===== src/hw/rtl/rls_pkg.sv =====
// shared types and constants for the run-length stack
// no dependencies
package rls_pkg;

	localparam int RUN_DEPTH = 64;
	localparam int LVL_W     = $clog2(RUN_DEPTH + 1);

	typedef enum logic [2:0] {
		ST_OK        = 3'd0,
		ST_FULL      = 3'd1,
		ST_EMPTY     = 3'd2,
		ST_EXHAUSTED = 3'd3,
		ST_HALTED    = 3'd4
	} status_t;

	typedef enum logic [1:0] {
		ACT_PUSH = 2'd0,
		ACT_POP  = 2'd1,
		ACT_TOP  = 2'd2,
		ACT_SIZE = 2'd3
	} action_t;

	// control broadcast from the sequencer to the chain
	typedef struct packed {
		logic        push;
		logic        shift;
		logic        dec;
		logic [31:0] new_value;
		logic [31:0] new_count;
		logic [31:0] dec_amount;
	} rls_ctrl_t;

endpackage


===== src/hw/rtl/rls_cell.sv =====
// one run slot of the stack chain: holds a (value, count) pair
// depends on rls_pkg
module rls_cell (
	input  logic               clk,
	input  rls_pkg::rls_ctrl_t ctrl,
	input  logic               dec_en,
	input  logic [31:0]        above_value,
	input  logic [31:0]        above_count,
	input  logic [31:0]        below_value,
	input  logic [31:0]        below_count,
	output logic [31:0]        value,
	output logic [31:0]        count
);

	logic [31:0] value_q;
	logic [31:0] count_q;

	always_ff @(posedge clk) begin
		if (ctrl.push) begin
			value_q <= above_value;
			count_q <= above_count;
		end else if (ctrl.shift) begin
			value_q <= below_value;
			count_q <= below_count;
		end else if (ctrl.dec && dec_en) begin
			count_q <= count_q - ctrl.dec_amount;
		end
	end

	assign value = value_q;
	assign count = count_q;

endmodule


===== src/hw/rtl/rls_chain.sv =====
// row of run cells; cell 0 is the top of the stack
// depends on rls_pkg and rls_cell
module rls_chain (
	input  logic               clk,
	input  rls_pkg::rls_ctrl_t ctrl,
	output logic [31:0]        top_value,
	output logic [31:0]        top_count
);

	logic [31:0] val_w [rls_pkg::RUN_DEPTH];
	logic [31:0] cnt_w [rls_pkg::RUN_DEPTH];

	for (genvar i = 0; i < rls_pkg::RUN_DEPTH; i++) begin : g_cell
		logic [31:0] av;
		logic [31:0] ac;
		logic [31:0] bv;
		logic [31:0] bc;

		if (i == 0) begin : g_first
			assign av = ctrl.new_value;
			assign ac = ctrl.new_count;
		end else begin : g_mid
			assign av = val_w[i-1];
			assign ac = cnt_w[i-1];
		end

		// bottom cell pulls in nothing when runs move up
		if (i == rls_pkg::RUN_DEPTH - 1) begin : g_last
			assign bv = '0;
			assign bc = '0;
		end else begin : g_inner
			assign bv = val_w[i+1];
			assign bc = cnt_w[i+1];
		end

		rls_cell u_cell (
			.clk         (clk),
			.ctrl        (ctrl),
			.dec_en      (i == 0),
			.above_value (av),
			.above_count (ac),
			.below_value (bv),
			.below_count (bc),
			.value       (val_w[i]),
			.count       (cnt_w[i])
		);
	end

	assign top_value = val_w[0];
	assign top_count = cnt_w[0];

endmodule


===== config.mk =====
export PLATFORM = sky130hd
export DESIGN_NAME = rls_chain
export DESIGN_NICKNAME = d
export VERILOG_FILES = /design/src/hw/rtl/rls_pkg.sv /design/src/hw/rtl/rls_cell.sv /design/src/hw/rtl/rls_chain.sv
export SDC_FILE = /design/constraint.sdc
export NUM_CORES = 2
export LEC_CHECK = 0
export BUFFER_PORTS_ARGS = -buffer_cell sky130_fd_sc_hd__buf_2
export CAP_MARGIN = 0
export CORE_MARGIN = 10
export CORE_UTILIZATION = 56
export DETAILED_ROUTE_END_ITERATION = 7
export HOLD_SLACK_MARGIN = 0.02
export MAX_ROUTING_LAYER = met4
export PLACE_DENSITY = 0.72
export SYNTH_ARGS = -nofsm -noshare
export SYNTH_HDL_FRONTEND = slang
export SYNTH_SLANG_ARGS = --single-unit

===== constraint.sdc =====
create_clock -name clk -period 310 [get_ports clk]
set_input_delay 31 -clock clk [delete_from_list [all_inputs] [get_ports clk]]
set_output_delay 31 -clock clk [all_outputs]
set_load 0.1 [all_outputs]

# Word level (Yosys, flattened, before mapping)

Cells that the tools add are included.

Logic and storage cells: 387
Output and inout port bits: 64
Bits in registers: 4096
Input port bits: 100

Mux-type cells: 256
$add $sub $neg: 1
Reductions and logical operators: 2

Operators with widths:

| cell               | count |
|---|---|
| 2-to-1 mux 32 bit  | 256 |
| subtractor 32 bit  | 1 |
| nonzero test 3 bit | 1 |
| nonzero test 2 bit | 1 |

# Logic depth before layout (Yosys ltp)

Depth after elaboration: 4
Mapped depth: 11
Mapped depth without buffers: 11

# By module

Synthesis repeated with hierarchy kept, for this count alone.

Cell total of the unflattened synthesis: 29915
Area, all modules: 299217.0 um2

By module, submodules not included:

| module                            | times used | cells each | area each (um2) | seq. area each (um2) |
|---|---|---|---|---|
| rls_cell at g_cell[29].u_cell ... | 43         | 469        | 4685.7          | 1921.8 |
| rls_cell at g_cell[0].u_cell ...  | 18         | 461        | 4624.4          | 1921.8 |
| rls_cell at g_cell[11].u_cell ... | 2          | 497        | 4914.7          | 1921.8 |
| rls_cell at g_cell[10].u_cell     | 1          | 454        | 4653.2          | 1921.8 |
| rls_chain                         | 1          | 2          | 7.5             | 0.0 |

# Worst setup path after synthesis

Ideal clock, no wire load.

Path type: in2reg
Start: input ctrl[98] (netlist name)
End: register g_cell[0].u_cell.count_q[29], data pin
Slack: 174.902 ns
Data arrival time: 134.826 ns
Stages: 7
Data required time: 309.728 ns
Library setup time: 0.272 ns
Path buffers: 1
Cell sequence: buf_2 -> nor2_1 -> clkinv_1 -> or3_1 -> or3_1 -> mux2i_1 -> nor2_1

Word-level cells in the longest chain between the ends: 1

Ends and longest elaborated chain:

| what                   | line           | text |
|---|---|---|
| start: declaration     | rls_chain.sv:5 | `input rls_pkg::rls_ctrl_t ctrl,` |
| 2-to-1 mux 32 bit      | rls_cell.sv:19 | `if (ctrl.push) begin` |
| end signal: assignment | rls_cell.sv:21 | `count_q <= above_count;` |
| end signal: assignment | rls_cell.sv:24 | `count_q <= below_count;` |
| end signal: assignment | rls_cell.sv:26 | `count_q <= count_q - ctrl.dec_amount;` |
| end: declaration       | rls_cell.sv:16 | `logic [31:0] count_q;` |

No other way between the ends.
A chain may end at the register's enable or synchronous reset.

# Worst setup path in the final report

Start: input ctrl[97] (netlist name)
End: register g_cell[14].u_cell.value_q[18] (enable)

Word-level cells in the longest chain between the ends: 1

Ends and longest elaborated chain:

| what                                | line           | text |
|---|---|---|
| nonzero test 2 bit (no source line) | --             |  |
| end signal: assignment              | rls_cell.sv:20 | `value_q <= above_value;` |
| end signal: assignment              | rls_cell.sv:23 | `value_q <= below_value;` |
| end: declaration                    | rls_cell.sv:15 | `logic [31:0] value_q;` |

No other way between the ends.

==> flow_results.org <==
** Pwr
- Gate power share :: 10.6%
- Net switching is 22.3% of the power.
- Summed over all nets, the switching power comes to approximately 320 µW.
- Total power after layout :: 1.43 mW
- Share of power burned in the clock network :: approximately 34%
- Of the total power, registers draw 55.6%.
- Internal power comes to 1.11 mW.
- Peak VDD IR :: 0.00000558 V
- For this design the ratio of total power to cell area is around 7.5 nW/µm².
- Leak Pwr :: 66.8 nW

** Synth
- Most frequent cell after synthesis :: sky130_fd_sc_hd__edfxtp_1
- For this run, asynchronously set or reset flops after synthesis account for 0%.
- Ranked by instance count, the synthesized netlist is headed by sky130_fd_sc_hd__edfxtp_1 (4096), sky130_fd_sc_hd__mux2_2 (4010), sky130_fd_sc_hd__clkbuf_1 (360), sky130_fd_sc_hd__buf_2 (105), sky130_fd_sc_hd__and2_1 (67).
- Counting flops with a built-in enable in the synthesized netlist gives between 4000 and 5000.
- Synth warnings :: 0
- The synthesized design contains roughly 4000 register bits.
- The most used flip-flop cell after synthesis is sky130_fd_sc_hd__edfxtp_1.
- Portion of the post-synthesis area used by sequential elements :: just over 70%
- Summed over all instances, the cell type with the most area after synthesis is sky130_fd_sc_hd__edfxtp_1.
- Syn nets :: 9149
- After technology mapping, the gate count stands at 9017.
- Of the post-synthesis cell area, the dominant cell type holds 71.1%.
- Sorting the synthesized cells by area gives the leading types as sky130_fd_sc_hd__edfxtp_1 (71%), sky130_fd_sc_hd__mux2_2 (26%), sky130_fd_sc_hd__clkbuf_1 (0.78%), sky130_fd_sc_hd__buf_2 (0.30%), sky130_fd_sc_hd__and2_1 (0.24%).
- The number of different library cells used by synthesis comes to 61.
- After synthesis the cells add up to 173000 µm².
- Mean Syn Cell Area :: 19.2 µm²

** Timing
- Upper clock frequency limit :: approximately 26 MHz
- The routed design could run at a clock period as short as 38260 ps.
- Sum of negative setup slack :: 0 ps
- Setup skew after layout :: 51.5 ps
- Pins over their slew limit :: 0
- Worst-case hold slack :: 517 ps
- Fin worst setup slack :: 271740 ps
- Final number of hold-violating endpoints :: 0
- Final setup violation count :: 0
- Unrepaired setup endpoints after global routing :: no
- Of the available clock period, the critical path in the final layout requires 12.3%.
- Transition time of the tightest slew-check pin :: 1250 ps
- Headroom to the max-slew limit came out at between 10% and 20%.

** Global route
- Remaining global-route overflow :: 0
- Global routing consumed, over all layers together, 15.2% of the routing resources.
- The number of antenna violations at the first check in global routing came to 1.
- Global-route wire length before repair :: around 420 mm
- Vias in the first global route :: ~80000
- Entering global routing, the biggest net connects between 200 and 250 pins.

** Drt
- Using the TritonRoute via totals, the vias-per-cell ratio works out to between 5 and 6.
- Vias :: around 76000
- The first detailed-routing pass took 6 iterations.
- The first routing iteration left 5675 violations.
- In the final routed layout, each cell accounts on average for 18.6 µm.
- Post-route DRC violation count :: 0
- Overall routed net length :: 254 mm
- Remaining antenna violation count :: 0

** Critical path
- Data arrives at the worst endpoint at 38780 ps.
- On the critical path, the stage with the largest delay is an instance of sky130_fd_sc_hd__buf_4.
- R2R Setup Slk :: slightly above 300000 ps
- Top Family by Delay on Critical Path :: buffers and inverters
- In this design, the stage delay of the slowest critical-path cell is 950 ps.
- The worst setup path is launched from a primary input.
- Most frequent cell on the critical path :: sky130_fd_sc_hd__buf_4
- Worst path cell trace :: buf_2 -> buf_4 -> nor2_1 -> buf_4 -> inv_8 -> buf_4 -> buf_4 -> buf_12 -> buf_4 -> buf_4 -> buf_4 -> buf_4
- Type of the setup path with the least slack :: in2reg
- Endpoint type of the worst setup path :: register
- Worst Path Buf+Inv :: 11
- Critical path required time :: 310510 ps
- In this run the worst path has a maximum fanout of 194.

** Die
- Core region area :: between 300000 and 400000 µm²
- Area enclosed by the die boundary :: 331000 µm²
- Die Wd :: between 500 and 600 µm
- For this configuration, the core starts out at a cell density of approximately 56%.
- In this run the core area contains 203 standard-cell rows.
- The die is ~580 µm tall.
- Number of top-level design ports :: 164

** Final layout
- Share of final-layout standard cells stronger than drive strength 1 :: 50.7%
- Filler instances :: 21044
- The final layout contains 9342 nets.
- Area added between synthesis and finish :: 10.4%

** CTS
- Clock Sinks :: 4096
- Resize count post-CTS :: 0
- Setup fix buffers added after clock tree synthesis :: 0
- The tree is rooted in a sky130_fd_sc_hd__clkbuf_16.
- The number of clock buffers added by TritonCTS is 411.
- In this run the deepest clock path goes through 4 buffers.
- Number of H-tree branching levels :: 5
- Insertion delay to the later sink of the worst-skew pair :: roughly 930 ps
- In this run, post-CTS hold repair placed 0 buffers.
- Clock transition at path regs :: roughly 60 ps
- Clock tree from TritonCTS :: built

** Placement
- DPL Wire Length :: between 150 and 200 mm
- Final Wtd Congestion :: 0.849
- Total of buffers placed on input and output ports :: around 160
- Setup WS pre-CTS :: about 270000 ps

** Run
- The tool flagged a number of max-cap violations equal to 0.

** Min path
- The tightest min-delay check is of the reg2reg type.

** Run status
- The flow ran to the end, and the final reports show no timing, DRC or antenna violations.
==> cells in the final DEF, fill, tap and decap left out, types with 6 or more instances in the layout <==
| cell | count |
|---|---|
| sky130_fd_sc_hd__edfxtp_1 | 4096 |
| sky130_fd_sc_hd__mux2_2 | 4010 |
| sky130_fd_sc_hd__clkbuf_16 | 420 |
| sky130_fd_sc_hd__buf_2 | 162 |
| sky130_fd_sc_hd__clkinv_1 | 107 |
| sky130_fd_sc_hd__clkbuf_1 | 79 |
| sky130_fd_sc_hd__buf_4 | 72 |
| sky130_fd_sc_hd__clkinv_2 | 68 |
| sky130_fd_sc_hd__and2_1 | 67 |
| sky130_fd_sc_hd__nand2_1 | 48 |
| sky130_fd_sc_hd__a21oi_1 | 42 |
| sky130_fd_sc_hd__o21ai_0 | 39 |
| sky130_fd_sc_hd__inv_1 | 38 |
| sky130_fd_sc_hd__bufinv_16 | 36 |
| sky130_fd_sc_hd__nor2_1 | 34 |
| sky130_fd_sc_hd__ha_1 | 31 |
| sky130_fd_sc_hd__clkinvlp_4 | 21 |
| sky130_fd_sc_hd__a21o_1 | 19 |
| sky130_fd_sc_hd__buf_12 | 16 |
| sky130_fd_sc_hd__xor2_1 | 14 |
| sky130_fd_sc_hd__xnor2_1 | 12 |
| sky130_fd_sc_hd__clkinv_8 | 9 |
| sky130_fd_sc_hd__o21a_1 | 8 |
| sky130_fd_sc_hd__nand3_1 | 7 |
| sky130_fd_sc_hd__o221ai_1 | 7 |
| sky130_fd_sc_hd__and3_1 | 6 |
==> power by group through the flow <==
stage               Clock (mW)  Combinational (mW)  Sequential [mW]
finish                   0.482               0.152            0.795
global placement             0               0.144            0.802
global route             0.518               0.166            0.809
floorplan                    0               0.122            0.887
CTS                      0.495               0.155            0.797
detailed placement           0               0.153            0.808
==> per-stage QoR <==
stage / instance area [µm²] / utilization (%) / cells
2_1_floorplan: 173000 / - / 9017
3_3_place_gp: 178000 / 58.0 / 12897
3_5_place_dp: 178000 / 58.0 / 12897
4_1_cts: 191000 / 62.3 / 13648
5_1_grt: 191000 / 62.3 / 13649
6_report: 191000 / 62.3 / 13651
==> final timing paths <==
check,from,end,depth (start not counted)
setup reg to reg,g_cell[0].u_cell.count[0]$_DFFE_PP_,g_cell[0].u_cell.count[26]$_DFFE_PP_,11
hold / removal,g_cell[63].u_cell.count[28]$_SDFFCE_PN0P_,g_cell[62].u_cell.count[28]$_DFFE_PP_,1
setup / recovery,ctrl[97],g_cell[14].u_cell.value[18]$_DFFE_PP_,12
hold reg to reg,g_cell[63].u_cell.count[28]$_SDFFCE_PN0P_,g_cell[62].u_cell.count[28]$_DFFE_PP_,1
==> kinds of logic after synthesis <==
group                    after synthesis  synth area share [%]
AO/OA/AOI/OAI                        154                 0.603
XOR/XNOR                              26                 0.132
adder cells (fa/ha/maj)               32                 0.236
flip-flops                          4096                  71.1
multiplexers                        4012                  26.1
AND/OR/NAND/NOR                      187                 0.563
buffers and inverters                510                  1.19
==> flip-flops by register name (all words and copies together), names as in the netlist <==
| name | count |
|---|---|
| g_cell.u_cell.value | 2048 |
| g_cell.u_cell.count | 2048 |
==> per-layer routing <==
| metal | global-route usage [%] | part of all wire, % | vias to the layer above |
|---|---|---|---|
| met5 | - | 0 | - |
| met4 | 4.25 | 2.6 | 0 |
| met3 | 2.03 | 2.9 | 454 |
| met2 | 26.1 | 52 | 833 |
| met1 | 19.1 | 43 | 38559 |
| li1 | - | - | 36232 |
==> cell type report <==
type	instances	area [µm²]	share of cell area [%]
antenna	3	7.51	0.00393
clock buffer	499	10800	5.66
clock inverter	252	2310	1.21
inverter	40	158	0.0826
multi-input combinational	4411	47800	25.1
sequential	4096	123000	64.4
tap	4100	5130	2.69
timing repair buffer	250	1670	0.876
==> worst reg2reg max path, stage by stage (launching register included) <==
cell and delay, ps:
sky130_fd_sc_hd__edfxtp_1 470, sky130_fd_sc_hd__inv_1 70, sky130_fd_sc_hd__ha_1 240, sky130_fd_sc_hd__fa_1 420, sky130_fd_sc_hd__nor2b_1 190, sky130_fd_sc_hd__o2111ai_1 270, sky130_fd_sc_hd__a21boi_1 270, sky130_fd_sc_hd__o21ai_1 130
sky130_fd_sc_hd__a31oi_1 450, sky130_fd_sc_hd__a31oi_1 190, sky130_fd_sc_hd__xor2_1 190, sky130_fd_sc_hd__a221oi_1 300
(Power assumes the default switching activity.)
